--- src/hw/rtl/mwo_pkg.sv ---
// Shared constants, types and fixed-point helpers for the mecanum odometry block.
package mwo_pkg;

  localparam int COUNT_BITS  = 32;
  localparam int ANGLE_STEPS = 24;
  localparam int SUM_W       = COUNT_BITS + 2;
  localparam int CNT_W       = (ANGLE_STEPS > 1) ? $clog2(ANGLE_STEPS) : 1;
  localparam int CORD_W      = 36;
  localparam int MUL_W       = 64;
  localparam int PROD_W      = 2 * MUL_W;
  localparam int MUL_CNT_W   = $clog2(MUL_W);
  localparam int DIV_W       = 84;
  localparam int DIV_CNT_W   = $clog2(DIV_W);
  localparam int DVS_W       = 32;

  localparam int CFG_IDX_W  = 8;
  localparam int CFG_DATA_W = 48;
  localparam logic [CFG_IDX_W-1:0] CFG_DPC = 8'd0;
  localparam logic [CFG_IDX_W-1:0] CFG_YG  = 8'd1;

  localparam logic [47:0] DPC_RST = 48'd561518091;
  localparam logic [31:0] YG_RST  = 32'd499879432;

  localparam logic [33:0] PI29_U     = 34'd1686629713;
  localparam logic [33:0] TWO_PI29_U = 34'd3373259426;
  localparam logic signed [33:0] PI29_S      = 34'sd1686629713;
  localparam logic signed [33:0] HALF_PI29_S = 34'sd843314857;
  localparam logic signed [CORD_W-1:0] CORDIC_K = 36'sd652032874;

  localparam logic signed [63:0] RATE_SCALE = 64'sd1000000;
  localparam logic signed [63:0] S64_MAX = {1'b0, {63{1'b1}}};
  localparam logic signed [63:0] S64_MIN = {1'b1, {63{1'b0}}};

  typedef logic signed [63:0]       s64_t;
  typedef logic signed [PROD_W-1:0] prod_t;
  typedef logic signed [CORD_W-1:0] cord_t;

  // atan(2^-i) in Q2.30
  function automatic cord_t atan_q(input logic [4:0] i);
    logic [31:0] v;
    case (i)
      5'd0: v = 32'h3243F6A8;   5'd1: v = 32'h1DAC6705;
      5'd2: v = 32'h0FADBAFC;   5'd3: v = 32'h07F56EA6;
      5'd4: v = 32'h03FEAB76;   5'd5: v = 32'h01FFD55B;
      5'd6: v = 32'h00FFFAAA;   5'd7: v = 32'h007FFF55;
      5'd8: v = 32'h003FFFEA;   5'd9: v = 32'h001FFFFD;
      5'd10: v = 32'h000FFFFF;  5'd11: v = 32'h0007FFFF;
      5'd12: v = 32'h0003FFFF;  5'd13: v = 32'h0001FFFF;
      5'd14: v = 32'h0000FFFF;  5'd15: v = 32'h00007FFF;
      5'd16: v = 32'h00003FFF;  5'd17: v = 32'h00001FFF;
      5'd18: v = 32'h00000FFF;  5'd19: v = 32'h000007FF;
      5'd20: v = 32'h000003FF;  5'd21: v = 32'h000001FF;
      5'd22: v = 32'h000000FF;  5'd23: v = 32'h0000007F;
      5'd24: v = 32'h0000003F;  5'd25: v = 32'h0000001F;
      5'd26: v = 32'h0000000F;  5'd27: v = 32'h00000008;
      5'd28: v = 32'h00000004;  5'd29: v = 32'h00000002;
      5'd30: v = 32'h00000001;
      default: v = 32'h00000000;
    endcase
    return $signed({{(CORD_W-32){1'b0}}, v});
  endfunction

  // round half up, arithmetic shift right, saturate to 64 bits
  function automatic s64_t shr_sat(input prod_t w, input int unsigned sh);
    prod_t t;
    t = w + (prod_t'(1) <<< (sh - 1));
    t = t >>> sh;
    if (t[PROD_W-1:63] != {(PROD_W-63){t[63]}}) begin
      return t[PROD_W-1] ? S64_MIN : S64_MAX;
    end
    return $signed(t[63:0]);
  endfunction

  function automatic s64_t sat_add(input s64_t a, input s64_t b);
    logic [64:0] s;
    s = {a[63], a} + {b[63], b};
    if (s[64] != s[63]) begin
      return s[64] ? S64_MIN : S64_MAX;
    end
    return $signed(s[63:0]);
  endfunction

  // turn a quotient magnitude and sign into a saturated signed rate
  function automatic s64_t vel_post(input logic [DIV_W-1:0] q, input logic neg);
    logic [63:0] m;
    m = q[63:0];
    if (q[DIV_W-1:64] != '0) begin
      return neg ? S64_MIN : S64_MAX;
    end
    if (!neg) begin
      return m[63] ? S64_MAX : $signed(m);
    end
    if (m > {1'b1, 63'b0}) begin
      return S64_MIN;
    end
    return $signed(64'd0 - m);
  endfunction

endpackage

--- src/hw/rtl/mwo_div.sv ---
// Restoring bit-serial unsigned divider, one quotient bit per cycle.
module mwo_div (
  input  logic                         clk,
  input  logic                         rst_n,
  input  logic                         start,
  input  logic [mwo_pkg::DIV_W-1:0]    dividend,
  input  logic [mwo_pkg::DVS_W-1:0]    divisor,
  output logic                         done,
  output logic [mwo_pkg::DIV_W-1:0]    quot,
  output logic [mwo_pkg::DVS_W-1:0]    rem
);
  import mwo_pkg::*;

  logic                 busy_r;
  logic                 done_r;
  logic [DIV_CNT_W-1:0] cnt_r;
  logic [DIV_W-1:0]     quo_r;
  logic [DVS_W-1:0]     rem_r;
  logic [DVS_W-1:0]     dvs_r;
  logic [DVS_W:0]       trial;
  logic [DVS_W:0]       diff;
  logic                 ge;
  logic                 last_bit;

  assign last_bit = (cnt_r == DIV_CNT_W'(DIV_W - 1));
  assign trial    = {rem_r, quo_r[DIV_W-1]};
  assign diff     = trial - {1'b0, dvs_r};
  assign ge       = (trial >= {1'b0, dvs_r});

  always_ff @(posedge clk) begin
    if (!rst_n) begin
      busy_r <= 1'b0;
      done_r <= 1'b0;
      cnt_r  <= '0;
    end else begin
      done_r <= busy_r && last_bit;
      if (start) begin
        busy_r <= 1'b1;
        cnt_r  <= '0;
      end else if (busy_r) begin
        cnt_r <= cnt_r + 1'b1;
        if (last_bit) begin
          busy_r <= 1'b0;
        end
      end
    end
  end

  always_ff @(posedge clk) begin
    if (start) begin
      quo_r <= dividend;
      rem_r <= '0;
      dvs_r <= divisor;
    end else if (busy_r) begin
      rem_r <= ge ? diff[DVS_W-1:0] : trial[DVS_W-1:0];
      quo_r <= {quo_r[DIV_W-2:0], ge};
    end
  end

  assign done = done_r;
  assign quot = quo_r;
  assign rem  = rem_r;

endmodule

--- config.mk ---
export PLATFORM = sky130hd
export DESIGN_NAME = mwo_div
export DESIGN_NICKNAME = d
export VERILOG_FILES = /design/src/hw/rtl/mwo_pkg.sv /design/src/hw/rtl/mwo_div.sv
export SDC_FILE = /design/constraint.sdc
export NUM_CORES = 1
export LEC_CHECK = 0
export ABC_AREA = 1
export BUFFER_PORTS_ARGS = -buffer_cell sky130_fd_sc_hd__buf_2
export CORE_ASPECT_RATIO = 1.2
export CORE_MARGIN = 10
export CORE_UTILIZATION = 58
export CTS_CLUSTER_DIAMETER = 50
export DETAILED_ROUTE_END_ITERATION = 6
export PLACE_DENSITY = 0.85
export SYNTH_ARGS = -nofsm -noshare
export SYNTH_HDL_FRONTEND = slang
export SYNTH_SLANG_ARGS = --single-unit
--- constraint.sdc ---
create_clock -name clk -period 9.8 [get_ports clk]
set_input_delay 0.98 -clock clk [delete_from_list [all_inputs] [get_ports clk]]
set_output_delay 0.98 -clock clk [all_outputs]
set_load 0.01 [all_outputs]
==> metrics.md <==
| Metric | Value |
|---|---|
| Layout fillers | `1298` |
| TritonCTS buffer count | `17` |
| Die area | `0.0211 sq mm` |
| R2R Path End | `rem[9]` |
| Nets | `1601` |
| Buffers & Inverters on Critical Path | `2` |
| Top cell family by delay on the critical path | `simple AND/OR/NAND/NOR gates` |
| R2r setup slk | `6.70 ns` |
| Initial antenna violation count | `1` |
| Critical path type | `flop to flop` |
| RSZ-0062 raised after global routing | `false` |
| Max_cap viols | `0` |
| Final GP Congestion | `0.921` |
| Status | `finished clean` |
| Via density | `approximately 5` |
| Synth warn | `0` |
| Number of global-route vias before repair | `8425` |
| Crit end category | `flop` |
| Seq. cell area | `0.00430 sq mm` |
| Hold buffer count at CTS | `0` |
| H-tree depth | `4` |
| 1st-iter DRT viols | `683` |
| Clock Path Buffers | `2` |
| Synthesis-to-layout area growth | `20.8%` |
| Synth unique cells | `36` |
| Slew @ Worst Pin | `between 1 and 1.5 ns` |
| WL/cell | `16.0 microns` |
| Final slew viol count | `0` |
| Required time worst endpoint | `10.15 ns` |
| Worst vdd ir | `around 180 uV` |
| Post-Syn Instances | `around 1200` |
| Worst EP arrival | `3.45 ns` |
| Simple-gate share of the synthesized area | `between 30% and 40%` |
| Path depth of the worst reg2reg path | `12` |
| Die H | `157 microns` |
| Crit path top cell by count | `nand2_1` |
| Synth Area in Adders | `4.76%` |
| Clk pin slew, worst setup/hold paths | `0.07 ns` |
| Crit. path cell count | `12` |
| Initial Util | `58.7%` |
| Largest family of logic cells by synthesized area | `simple AND/OR/NAND/NOR gates` |
| #FFs+latches synth | `157` |
| Cts repair resizes | `0` |
| I/O Pins | `236` |
| Area fraction in compound gates after synthesis | `2.97%` |
| Syn Nets | `1377` |
| Multi-input logic area | `0.00392 sq mm` |
| Post-CTS Setup Inserts | `0` |
| # DRC | `0` |
| Rows | `50` |
| Netlist Area Pre-Place | `just over 0.009 sq mm` |
| Sequential fraction of the synthesis area | `47.3%` |
| Setup TNS | `0 ns` |
| Fmax | `323 MHz` |
| Setup ws final | `6.70 ns` |
| Mapped Avg Cell Area | `about 7.4 sq um` |
| Mux contribution to synthesized area | `0%` |
| GRT overflow | `0` |
| Tightest Hold Check Type | `flop to flop` |
| Critical Path Slowest Stage Cell | `nor2_4` |
| GRT Overall Usage | `25.1%` |
| Crit. Startpoint | `rem[29]` |
| DP Worst Slack | `roughly 6.4 ns` |
| Synth area leaders | `edfxtp_1, nand2_1, dfxtp_1, inv_1, ha_1` |
| HPWL after detailed placement | `20100 microns` |
| Setup violators final | `0` |
| Xor and xnor area share after synthesis | `between 1 and 1.5%` |
| Core ar. | `0.0155 sq mm` |
| IO Port Bufs | `235` |
| CTS tree | `built` |
| First-pass GRT wire length | `42100 microns` |
| Die W | `134 microns` |
| Via count | `between 8000 and 9000` |
| Fin. Hold Viols | `0` |
| Share of layout cells above drive strength 1 | `20.3%` |
| Ant diodes | `0` |
| Cell leakage power | `6.00 nW` |
| WL final | `between 20000 and 30000 microns` |
| Layout Cells excl Fill | `around 1700` |
| Yosys top cell area share | `38.3%` |
| Clock latency on the worst-skew pair | `0.44 ns` |
| CP Capture Point | `rem[9]` |
| Worst path cell trace | `ha_1, nand2_1, inv_1, nand2_1, inv_1, a21oi_1, nand2_1, nor2_4, nand2_4, nand2_1, nand3_1, o21ai_1` |
| CP peak stage delay | `0.75 ns` |
| Startpoint types | `flop` |
| Reg-to-reg critical path startpoint | `rem[29]` |
| ANT nets after route | `0` |
| Rel. slew slack | `between 10% and 20%` |
| CTS root buf | `clkbuf_16` |
| Tcrit/Tclk final | `a little under a third` |
| Skew final | `0.0143 ns` |
| Clock sink total | `157` |
| Cells after DPL | `1637` |
| Drt pass-1 iters | `6` |
| Largest net degree at the start of global routing | `98` |
| CP Max Fanout | `34` |
| Pwr Density | `approximately 150 mW/mm^2` |
| Minimum clock period | `3.10 ns` |
| Synth area leader | `edfxtp_1` |
## placed cells by master (no fill, tap or decap), drive strengths merged
cell type,n
a21oi,25
a31oi,1
and2,4
buf,239
bufinv,2
clkbuf,18
clkinv,5
clkinvlp,2
dfxtp,41
edfxtp,116
fa,1
ha,33
inv,195
nand2,576
nand3,85
nand3b,14
nand4,8
nor2,49
nor3,7
nor3b,1
nor4,1
o211ai,1
o21a,2
o21ai,18
o21bai,3
xnor2,13
xor2,1
## per-layer routing
metal	part of all wire (%)	global-route usage (%)
met5	0.049	0
met3	8.3	8.96
met2	51	44.5
met4	2.5	8.72
met1	38	27.1
## worst reg2reg max path: stages, from the launching register on
cell     delay, ns
dfxtp_1       0.34
ha_1          0.40
nand2_1       0.15
inv_1         0.05
nand2_1       0.15
inv_1         0.06
a21oi_1       0.17
nand2_1       0.11
nor2_4        0.75
nand2_4       0.45
nand2_1       0.20
nand3_1       0.09
o21ai_1       0.10
## worst min-delay path by stage
stage / start / endpoint / slack (ns) / depth (start not counted)
floorplan: cnt_r[6] / cnt_r[6] / 0.44 / 2
global placement: cnt_r[6] / cnt_r[6] / 0.46 / 2
detailed placement: cnt_r[1] / cnt_r[1] / 0.48 / 2
CTS: rem[23] / rem[23] / 0.49 / 2
global route: rem[16] / rem[16] / 0.50 / 2
finish: rem[23] / rem[23] / 0.48 / 2
## flip-flops by register name, summed over array words and instances (netlist names)
name    flops
busy_r      1
cnt_r       7
done        1
dvs_r      32
quot       84
rem        32
## final cells by class
cell class / instances / area share (%)
Tap cell: 208 / 2.37
Sequential cell: 157 / 39.1
Timing Repair Buffer: 239 / 11.0
Clock buffer: 18 / 3.90
Inverter: 190 / 6.50
Multi-Input combinational cell: 843 / 35.7
Clock inverter: 14 / 1.42
## where the power goes
part,total (mW),internal (mW),switching [mW]
clock,0.673,0.381,0.293
sequential,0.800,0.774,0.0264
combinational,0.215,0.0788,0.136
## cell families after synthesis
group                      Yosys count
AOI/OAI and AO/OA                   50
xor gates and xnor gates            14
adders and majority gates           34
buffers and inverters              224
DFF                                157
and+or+nand+nor                    745
## per-stage QoR
step	hold WS, ns	area, sq um	power (mW)	util [%]
after floorplan	0.445	9100	0.928	-
after global placement	0.464	10400	1.02	67.1
after detailed placement	0.479	10400	1.03	67.1
after CTS	0.487	11000	1.69	70.9
after global routing	0.504	11000	1.75	70.9
final	0.484	11000	1.69	70.9
## synth_stat cells
cell type and n:
o21ai_1 10, nor3_2 1, o21a_1 2, xnor2_1 13
o211ai_1 1, xor2_1 1, nor2_4 2, nor2_1 43
nand3b_1 14, nand3_1 77, buf_2 7, dfxtp_1 41
nand4_1 8, buf_8 1, nor4_1 1, a31oi_1 1
nand3_2 8, ha_1 33, and2_1 4, nand2_2 5
buf_6 3, nand2_4 1, inv_2 1, o21ai_0 8
nor3_1 6, edfxtp_1 116, o21bai_1 3, buf_1 2
clkbuf_1 21, a21oi_1 24, nor3b_1 1, nand2_1 570
fa_1 1, a21oi_2 1, nor2_2 4, inv_1 189
(Power assumes the default switching activity.)
