<file path="config.mk">
export PLATFORM = sky130hd
export DESIGN_NAME = mwo_mul
export DESIGN_NICKNAME = d
export VERILOG_FILES = /design/src/hw/rtl/mwo_pkg.sv /design/src/hw/rtl/mwo_mul.sv
export SDC_FILE = /design/constraint.sdc
export NUM_CORES = 1
export LEC_CHECK = 0
export ABC_AREA = 1
export BUFFER_PORTS_ARGS = -buffer_cell sky130_fd_sc_hd__buf_4
export CAP_MARGIN = 20
export CELL_PAD_IN_SITES_DETAIL_PLACEMENT = 0
export CELL_PAD_IN_SITES_GLOBAL_PLACEMENT = 1
export CORE_MARGIN = 3
export CORE_UTILIZATION = 39
export CTS_CLUSTER_DIAMETER = 80
export DETAILED_ROUTE_END_ITERATION = 10
export PLACE_DENSITY_LB_ADDON = 0.1
export SYNTH_ARGS = -nofsm -noshare
export SYNTH_HDL_FRONTEND = slang
export SYNTH_SLANG_ARGS = --single-unit
</file>
<file path="constraint.sdc">
create_clock -name clk -period 5.1 [get_ports clk]
set_clock_uncertainty 0.05 [all_clocks]
set_input_delay 0.51 -clock clk [delete_from_list [all_inputs] [get_ports clk]]
set_output_delay 0.51 -clock clk [all_outputs]
set_load 0.05 [all_outputs]
</file>
<file path="src/hw/rtl/mwo_pkg.sv">
// Shared constants, types and fixed-point helpers for the mecanum odometry block.
package mwo_pkg;

  localparam int COUNT_BITS  = 32;
  localparam int ANGLE_STEPS = 24;
  localparam int SUM_W       = COUNT_BITS + 2;
  localparam int CNT_W       = (ANGLE_STEPS > 1) ? $clog2(ANGLE_STEPS) : 1;
  localparam int CORD_W      = 36;
  localparam int MUL_W       = 64;
  localparam int PROD_W      = 2 * MUL_W;
  localparam int MUL_CNT_W   = $clog2(MUL_W);
  localparam int DIV_W       = 84;
  localparam int DIV_CNT_W   = $clog2(DIV_W);
  localparam int DVS_W       = 32;

  localparam int CFG_IDX_W  = 8;
  localparam int CFG_DATA_W = 48;
  localparam logic [CFG_IDX_W-1:0] CFG_DPC = 8'd0;
  localparam logic [CFG_IDX_W-1:0] CFG_YG  = 8'd1;

  localparam logic [47:0] DPC_RST = 48'd561518091;
  localparam logic [31:0] YG_RST  = 32'd499879432;

  localparam logic [33:0] PI29_U     = 34'd1686629713;
  localparam logic [33:0] TWO_PI29_U = 34'd3373259426;
  localparam logic signed [33:0] PI29_S      = 34'sd1686629713;
  localparam logic signed [33:0] HALF_PI29_S = 34'sd843314857;
  localparam logic signed [CORD_W-1:0] CORDIC_K = 36'sd652032874;

  localparam logic signed [63:0] RATE_SCALE = 64'sd1000000;
  localparam logic signed [63:0] S64_MAX = {1'b0, {63{1'b1}}};
  localparam logic signed [63:0] S64_MIN = {1'b1, {63{1'b0}}};

  typedef logic signed [63:0]       s64_t;
  typedef logic signed [PROD_W-1:0] prod_t;
  typedef logic signed [CORD_W-1:0] cord_t;

  // atan(2^-i) in Q2.30
  function automatic cord_t atan_q(input logic [4:0] i);
    logic [31:0] v;
    case (i)
      5'd0: v = 32'h3243F6A8;   5'd1: v = 32'h1DAC6705;
      5'd2: v = 32'h0FADBAFC;   5'd3: v = 32'h07F56EA6;
      5'd4: v = 32'h03FEAB76;   5'd5: v = 32'h01FFD55B;
      5'd6: v = 32'h00FFFAAA;   5'd7: v = 32'h007FFF55;
      5'd8: v = 32'h003FFFEA;   5'd9: v = 32'h001FFFFD;
      5'd10: v = 32'h000FFFFF;  5'd11: v = 32'h0007FFFF;
      5'd12: v = 32'h0003FFFF;  5'd13: v = 32'h0001FFFF;
      5'd14: v = 32'h0000FFFF;  5'd15: v = 32'h00007FFF;
      5'd16: v = 32'h00003FFF;  5'd17: v = 32'h00001FFF;
      5'd18: v = 32'h00000FFF;  5'd19: v = 32'h000007FF;
      5'd20: v = 32'h000003FF;  5'd21: v = 32'h000001FF;
      5'd22: v = 32'h000000FF;  5'd23: v = 32'h0000007F;
      5'd24: v = 32'h0000003F;  5'd25: v = 32'h0000001F;
      5'd26: v = 32'h0000000F;  5'd27: v = 32'h00000008;
      5'd28: v = 32'h00000004;  5'd29: v = 32'h00000002;
      5'd30: v = 32'h00000001;
      default: v = 32'h00000000;
    endcase
    return $signed({{(CORD_W-32){1'b0}}, v});
  endfunction

  // round half up, arithmetic shift right, saturate to 64 bits
  function automatic s64_t shr_sat(input prod_t w, input int unsigned sh);
    prod_t t;
    t = w + (prod_t'(1) <<< (sh - 1));
    t = t >>> sh;
    if (t[PROD_W-1:63] != {(PROD_W-63){t[63]}}) begin
      return t[PROD_W-1] ? S64_MIN : S64_MAX;
    end
    return $signed(t[63:0]);
  endfunction

  function automatic s64_t sat_add(input s64_t a, input s64_t b);
    logic [64:0] s;
    s = {a[63], a} + {b[63], b};
    if (s[64] != s[63]) begin
      return s[64] ? S64_MIN : S64_MAX;
    end
    return $signed(s[63:0]);
  endfunction

  // turn a quotient magnitude and sign into a saturated signed rate
  function automatic s64_t vel_post(input logic [DIV_W-1:0] q, input logic neg);
    logic [63:0] m;
    m = q[63:0];
    if (q[DIV_W-1:64] != '0) begin
      return neg ? S64_MIN : S64_MAX;
    end
    if (!neg) begin
      return m[63] ? S64_MAX : $signed(m);
    end
    if (m > {1'b1, 63'b0}) begin
      return S64_MIN;
    end
    return $signed(64'd0 - m);
  endfunction

endpackage

</file>
<file path="src/hw/rtl/mwo_mul.sv">
// Bit-serial signed 64x64 multiplier, one multiplier bit per cycle.
module mwo_mul (
  input  logic                                clk,
  input  logic                                rst_n,
  input  logic                                start,
  input  logic signed [mwo_pkg::MUL_W-1:0]    mul_a,
  input  logic signed [mwo_pkg::MUL_W-1:0]    mul_b,
  output logic                                done,
  output logic signed [mwo_pkg::PROD_W-1:0]   prod
);
  import mwo_pkg::*;

  logic                 busy_r;
  logic                 done_r;
  logic [MUL_CNT_W-1:0] cnt_r;
  prod_t                mcand_r;
  prod_t                acc_r;
  logic [MUL_W-1:0]     mplier_r;
  prod_t                addend;
  prod_t                acc_nxt;
  logic                 last_bit;

  assign last_bit = (cnt_r == MUL_CNT_W'(MUL_W - 1));
  assign addend   = mplier_r[0] ? mcand_r : '0;
  // the sign bit of the multiplier carries negative weight
  assign acc_nxt  = last_bit ? (acc_r - addend) : (acc_r + addend);

  always_ff @(posedge clk) begin
    if (!rst_n) begin
      busy_r <= 1'b0;
      done_r <= 1'b0;
      cnt_r  <= '0;
    end else begin
      done_r <= busy_r && last_bit;
      if (start) begin
        busy_r <= 1'b1;
        cnt_r  <= '0;
      end else if (busy_r) begin
        cnt_r <= cnt_r + 1'b1;
        if (last_bit) begin
          busy_r <= 1'b0;
        end
      end
    end
  end

  always_ff @(posedge clk) begin
    if (start) begin
      mcand_r  <= {{(PROD_W-MUL_W){mul_a[MUL_W-1]}}, mul_a};
      mplier_r <= mul_b;
      acc_r    <= '0;
    end else if (busy_r) begin
      acc_r    <= acc_nxt;
      mcand_r  <= mcand_r <<< 1;
      mplier_r <= mplier_r >> 1;
    end
  end

  assign done = done_r;
  assign prod = acc_r;

endmodule

</file>
==> results_dict.tcl, run 1 <==
set metrics [dict create \
    r2r_cells 29 \
    worstPathRequired_ns 5.55 \
    nets 6342 \
    cp-endpoint "prod[85]" \
    antennaDiodeCount 0 \
    fin_crit_ns 4.86 \
    postSynthCellCount 5639 \
    hold_path_class "in -> reg" \
    cap_violations 0 \
    hold_viol 0 \
    cpPeakStageDelay_ns 0.43 \
    r2r-start "mplier_r[0]" \
    grt_max_degree 169 \
    path_clk_slew_ns 0.06 \
    rrSetupSlack_ns 0.24 \
    cp.arrival_ns 5.31 \
    grt_pass1_wl_mm 210 \
    endpoint_kind "flip-flop" \
    ant_nets 0 \
    htreeDepth 2 \
    clock_path_buffers 3 \
    globalRoute.totalOverflow 0 \
    slowest_stage "ha_1" \
    fin_hold_ws_ns 0.103 \
    grt_pass1_vias 33200 \
    synthDistinctLibCells 59 \
    drc 0 \
    row_count 104 \
    pin_count 260 \
    yosys_most_used_dff "edfxtp_1" \
    p_leak_nw 22.2 \
    cts.sinks 328 \
    track_usage_pct 33.0 \
    die-width_um 293 \
    port_buffers 259 \
    clock.fmax_mhz 206 \
    slew_headroom_pct 27.4 \
    final_core_util_pct 47.7 \
    antenna_found_initial 2 \
    setup_tns_ns 0 \
    vdd_ir_drop_max_mv 0.281 \
    clk_latency_ns 0.62 \
    hold_buffers 0 \
    drtIter0Drc 3135 \
    start_util_pct 39.6 \
    synth_warnings 0 \
    cts_tree "yes" \
    startpoint "mplier_r[0]" \
    cp_max_fo 33 \
    place_area_um2 36800 \
    reg2reg_to "prod[85]" \
    fillers 9056 \
    ys_seq_area_share_pct 26.4 \
    cts_made_buffers 46 \
    syn_area_um2 32100 \
    final_layout_size_suffix_gt1_share_pct 12.9 \
    status "completed" \
    tightestPinTransition_ns 1.09 \
    coreArea_um2 81100 \
    synth_seq_cells 328 \
    rsz0062_at_grt "yes" \
    cts-root-buf "clkbuf_16" \
    total_power_mw 10.3 \
    postSynthAreaPerCell_um2 5.70 \
    dp_hpwl_mm 122 \
    die_area_um2 85900 \
    wl_per_cell_um 20.2 \
    path_common_cell "nand2_1" \
    die_h_um 293 \
    setup_viol 0 \
    power_density_nw_per_um2 267 \
    num_vias 35700 \
    crit_path_start_kind "flip-flop" \
    final_cell_area_um2 38700 \
    wl_mm 145 \
    criticalPathCategory "reg -> reg" \
    place_congestion 1.01 \
    synth-edff-count 192 \
    finalMaxSlewViolations 0 \
    vias_per_cell 4.97 \
    area_growth_pct 20.4 \
    synthArstFlopShare_pct 0 \
    fin_crit_sh_pct 95.3 \
    worstHoldStart "rst_n" \
    synth_fp_nets 5900 \
    dr.pass1.iters 6 \
]
-- timing repair --
item,4_1_cts,5_1_grt
pin swaps,0,5
gates resized for setup,1,107
setup buffers,0,6
endpoints found under the setup margin,1,69
-- power by group --
group          internal (mW)  switching (mW)  leakage (nW)
logic                   1.18            2.56          18.4
clock network           1.81            1.37         0.701
registers               3.11           0.292          3.09
-- worst min path at each step --
stage | slack [ns] | cells after the start | endpoint
2_1_floorplan | 0.40 | 1 | cnt_r[0]
3_3_place_gp | 0.42 | 2 | cnt_r[1]
3_5_place_dp | 0.43 | 1 | cnt_r[0]
4_1_cts | 0.07 | 3 | busy_r
5_1_grt | 0.10 | 3 | busy_r
6_report | 0.10 | 3 | busy_r
-- registers in the layout (all words and copies together) (netlist names) --
signal / count
prod: 128
busy_r: 1
done: 1
mplier_r: 64
cnt_r: 6
mcand_r: 128
-- kinds of logic after synthesis --
| group | synth area share [%] |
|---|---|
| flip-flops | 26.4 |
| AO/OA/AOI/OAI | 6.38 |
| AND/OR/NAND/NOR | 43.1 |
| XOR/XNOR | 4.66 |
| buffers and inverters | 14.4 |
| adder cells (fa/ha/maj) | 5.08 |
-- Yosys cell counts (5+ instances only) --
master	n	area share (%)
nand2_2	32	0.62
nand3_1	190	3.0
nand4_1	36	0.70
or2_2	5	0.097
xor2_1	130	3.5
buf_1	11	0.13
buf_6	14	0.49
o21bai_1	18	0.42
inv_1	1067	12
nor3_1	45	0.70
o21ai_1	20	0.31
buf_2	5	0.078
a32o_1	5	0.16
o21ai_2	15	0.41
nand3b_1	18	0.42
nor4_1	11	0.21
a21oi_1	145	2.3
clkbuf_1	83	0.97
nor2_2	16	0.31
edfxtp_1	192	18
a31oi_1	6	0.12
dfxtp_1	136	8.5
nand2_1	2373	28
xnor2_1	41	1.1
nor2_4	12	0.42
inv_2	13	0.15
nor2_1	669	7.8
o21ai_0	150	2.3
ha_1	129	5.0
-- area by class of cell --
cell class                      count  area (µm²)  area share, %
Sequential cell                   328        8490           21.9
Timing Repair Buffer              509        3940           10.2
Clock buffer                       57        1220           3.16
Multi-Input combinational cell   4115       19400           50.2
Tap cell                         1060        1330           3.43
Inverter                         1081        4070           10.5
Clock inverter                     23         233          0.601
-- layout by cell type, fill, tap and decap left out, types with 48 or more instances in the layout --
| cell | instances |
|---|---|
| o21ai_0 | 147 |
| a21oi_1 | 138 |
| nor2_2 | 49 |
| nand2_1 | 2357 |
| edfxtp_1 | 192 |
| inv_1 | 1063 |
| buf_4 | 499 |
| xor2_1 | 125 |
| ha_1 | 122 |
| nor2_1 | 626 |
| nand2_2 | 48 |
| nand3_1 | 189 |
| dfxtp_1 | 135 |
-- per-stage QoR --
| step | setup WS, ns | instances |
|---|---|---|
| global placement | -0.0708 | 7086 |
| finish | 0.238 | 7173 |
| global route | -0.0487 | 7173 |
| floorplan | 0.780 | 5639 |
| CTS | 0.0930 | 7166 |
| detailed placement | -0.0191 | 7086 |
-- critical path: cells and delay by family (launching register included) --
family	cells	cell delay, ns
DFF	1	0.41
adders and majority gates	1	0.43
AOI/OAI and AO/OA	1	0.17
buffers and inverters	7	0.84
and+or+nand+nor	20	2.81
-- metal layers --
metal | GRT usage, % | wire, µm | share of wire [%] | up-vias
li1 | - | - | - | 17900
met1 | 48.3 | 68500 | 47 | 16300
met2 | 50.8 | 61700 | 42 | 1293
met3 | 3.83 | 10200 | 7.0 | 164
met4 | 9.76 | 4770 | 3.3 | 0
met5 | 0 | 0 | 0 | -
(Power assumes the default switching activity.)
==> run 2, diff against run 1 <==
PLACE_DENSITY = 0.82   (was not set)
PLACE_DENSITY_LB_ADDON = not set   (was 0.1)
SLEW_MARGIN = 5   (was not set)
==> run 2 against run 1 <==
Compared with the run above: worst hold slack about the same; critical path depth down 5; combinational power about the same; flip-flop and latch count unchanged; final cell count up 0.59%; largest cell class unchanged; register-to-register slack better by 0.02 ns; critical path type unchanged; highest routed layer is now met5; die area unchanged; wire length about the same; non-clock buffer count up 37; power up 0.54%.
==> results_dict.tcl, run 2 (synthesized netlist as in run 1, its figures left out) <==
set metrics [dict create \
    drt-met1-wl_mm 68.1 \
    die-width_um 293 \
    fillers 8927 \
    path_buf_inv 2 \
    cp_max_fo 22 \
    final_cell_mix "nand2_1, inv_1, nor2_1" \
    top_layer_used "met5" \
    hold_viol 0 \
    path_clk_slew_ns 0.06 \
    worstPathRequired_ns 5.51 \
    crit_path_start_kind "flip-flop" \
    wl_per_cell_um 20.1 \
    die_h_um 293 \
    drtIter0Drc 3294 \
    finalMaxSlewViolations 0 \
    ant_nets 0 \
    htreeDepth 2 \
    cts-root-buf "clkbuf_16" \
    dr.pass1.iters 5 \
    start_util_pct 39.6 \
    criticalPathCategory "reg -> reg" \
    vdd_ir_drop_max_mv 0.237 \
    p_leak_nw 22.4 \
    fin_crit_sh_pct 95.0 \
    final_cells 7215 \
    power_density_nw_per_um2 267 \
    total_power_mw 10.4 \
    hold_path_class "in -> reg" \
    slew_headroom_pct 28.6 \
    rsz0062_at_grt "yes" \
    row_count 104 \
    nets 6378 \
    grt_pass1_vias 33200 \
    final_cell_area_um2 38900 \
    track_usage_pct 33.0 \
    fin_crit_ns 4.85 \
    port_buffers 259 \
    place_area_um2 37100 \
    final_layout_size_suffix_gt1_share_pct 13.1 \
    dp.cells 7127 \
    cp_cell_sequence "buf_12 -> nand2_1 -> ha_1 -> nand2_1 -> nor2_2 -> nand3b_1 -> nor2_2 -> nand2_2 -> nor2_2 -> nand3b_2 -> nor2_4 -> nor2_1 -> xor2_1 -> ha_1 -> nand2_1 -> nor2_1 -> nand2_1 -> nor2_1 -> nand2_1 -> inv_1 -> nand2_1 -> nand2_1 -> xor2_1 -> a21oi_1" \
    tightestPinTransition_ns 1.07 \
    area_growth_pct 21.1 \
    globalRoute.totalOverflow 0 \
    cts_tree "yes" \
    die_area_um2 85900 \
    hold_buffers 0 \
    setup_viol 0 \
    clock_path_buffers 3 \
    cts_made_buffers 45 \
    wl_mm 145 \
    dp_hpwl_mm 123 \
    cts.sinks 328 \
    coreArea_um2 81100 \
    path_common_cell "nand2_1" \
    pin_count 260 \
    route.met2.wl_mm 62.2 \
    drc 0 \
    clock.fmax_mhz 206 \
    vias_per_cell 4.90 \
    antenna_found_initial 4 \
    dp_slack_ns 0.101 \
    grt_max_degree 120 \
    dr_wl_met3_mm 9.78 \
    cp.arrival_ns 5.26 \
    place_congestion 0.999 \
    layout_commonest_cell "nand2_1" \
    layout_setup_ws_ns 0.254 \
    status "completed" \
    setup_tns_ns 0 \
    cap_violations 0 \
    endpoint_kind "flip-flop" \
    path_delay_family "simple AND/OR/NAND/NOR gates" \
    cpPeakStageDelay_ns 0.50 \
    grt_pass1_wl_mm 210 \
    slowest_stage "ha_1" \
    clk_latency_ns 0.63 \
    num_vias 35400 \
]
## run 2: cell count changes in the layout (fill, tap and decap cells not counted), moves of 4 or more
| cell | delta |
|---|---|
| buf_4 | +34 |
| clkbuf_1 | -5 |
| clkbuf_8 | +7 |
| clkinv_1 | -5 |
| nand2_1 | +7 |
| nand2_2 | -7 |
| nor2_1 | +11 |
| nor2_2 | -4 |
| nor2_4 | -7 |
| nor3_1 | +7 |
| nor3_2 | -7 |
## run 2: cell type report
type                       instances  area (µm²)  area share (%)
inverter                        1081        4070            10.5
tap                             1060        1330            3.41
sequential                       328        8490            21.8
clock buffer                      57        1250            3.21
clock inverter                    27         267           0.685
multi-input combinational       4115       19300            49.5
antenna                            1        2.50         0.00643
timing repair buffer             546        4250            10.9
## run 2: through the flow
step | hold WS (ns) | util [%]
final | 0.103 | 48.0
after global routing | 0.0940 | 48.0
after CTS | 0.0718 | 47.7
after detailed placement | 0.426 | 45.8
after global placement | 0.421 | 45.8
after floorplan | 0.404 | -
## run 2: report_power, final
part	switching (mW)	leakage (nW)	internal, mW
Clock	1.43	0.730	1.83
Sequential	0.305	3.09	3.11
Combinational	2.53	18.6	1.19
## run 2: routing by layer
| metal | vias up | global-route usage [%] |
|---|---|---|
| met4 | 4 | 9.97 |
| met5 | - | 0 |
| li1 | 18000 | - |
| met3 | 165 | 3.93 |
| met1 | 16100 | 47.5 |
| met2 | 1152 | 51.6 |
## run 2: final timing paths
kind         slack, ns            to  cells past startpoint         from
max               0.25      prod[67]                     24  mplier_r[0]
min               0.10  mplier_r[63]                      3    mul_b[63]
max reg2reg       0.25      prod[67]                     24  mplier_r[0]
min reg2reg       0.44      cnt_r[1]                      2     cnt_r[1]
## run 2: what timing repair did
action                                  4_1_cts  5_1_grt
gates resized for setup                       0       70
setup buffers                                 0        3
endpoints found under the setup margin        0       66
## run 2: worst min-delay path, delay by kind of cell
family                 cells  cell delay, ns
buffers and inverters      2            0.12
AND/OR/NAND/NOR            1            0.04
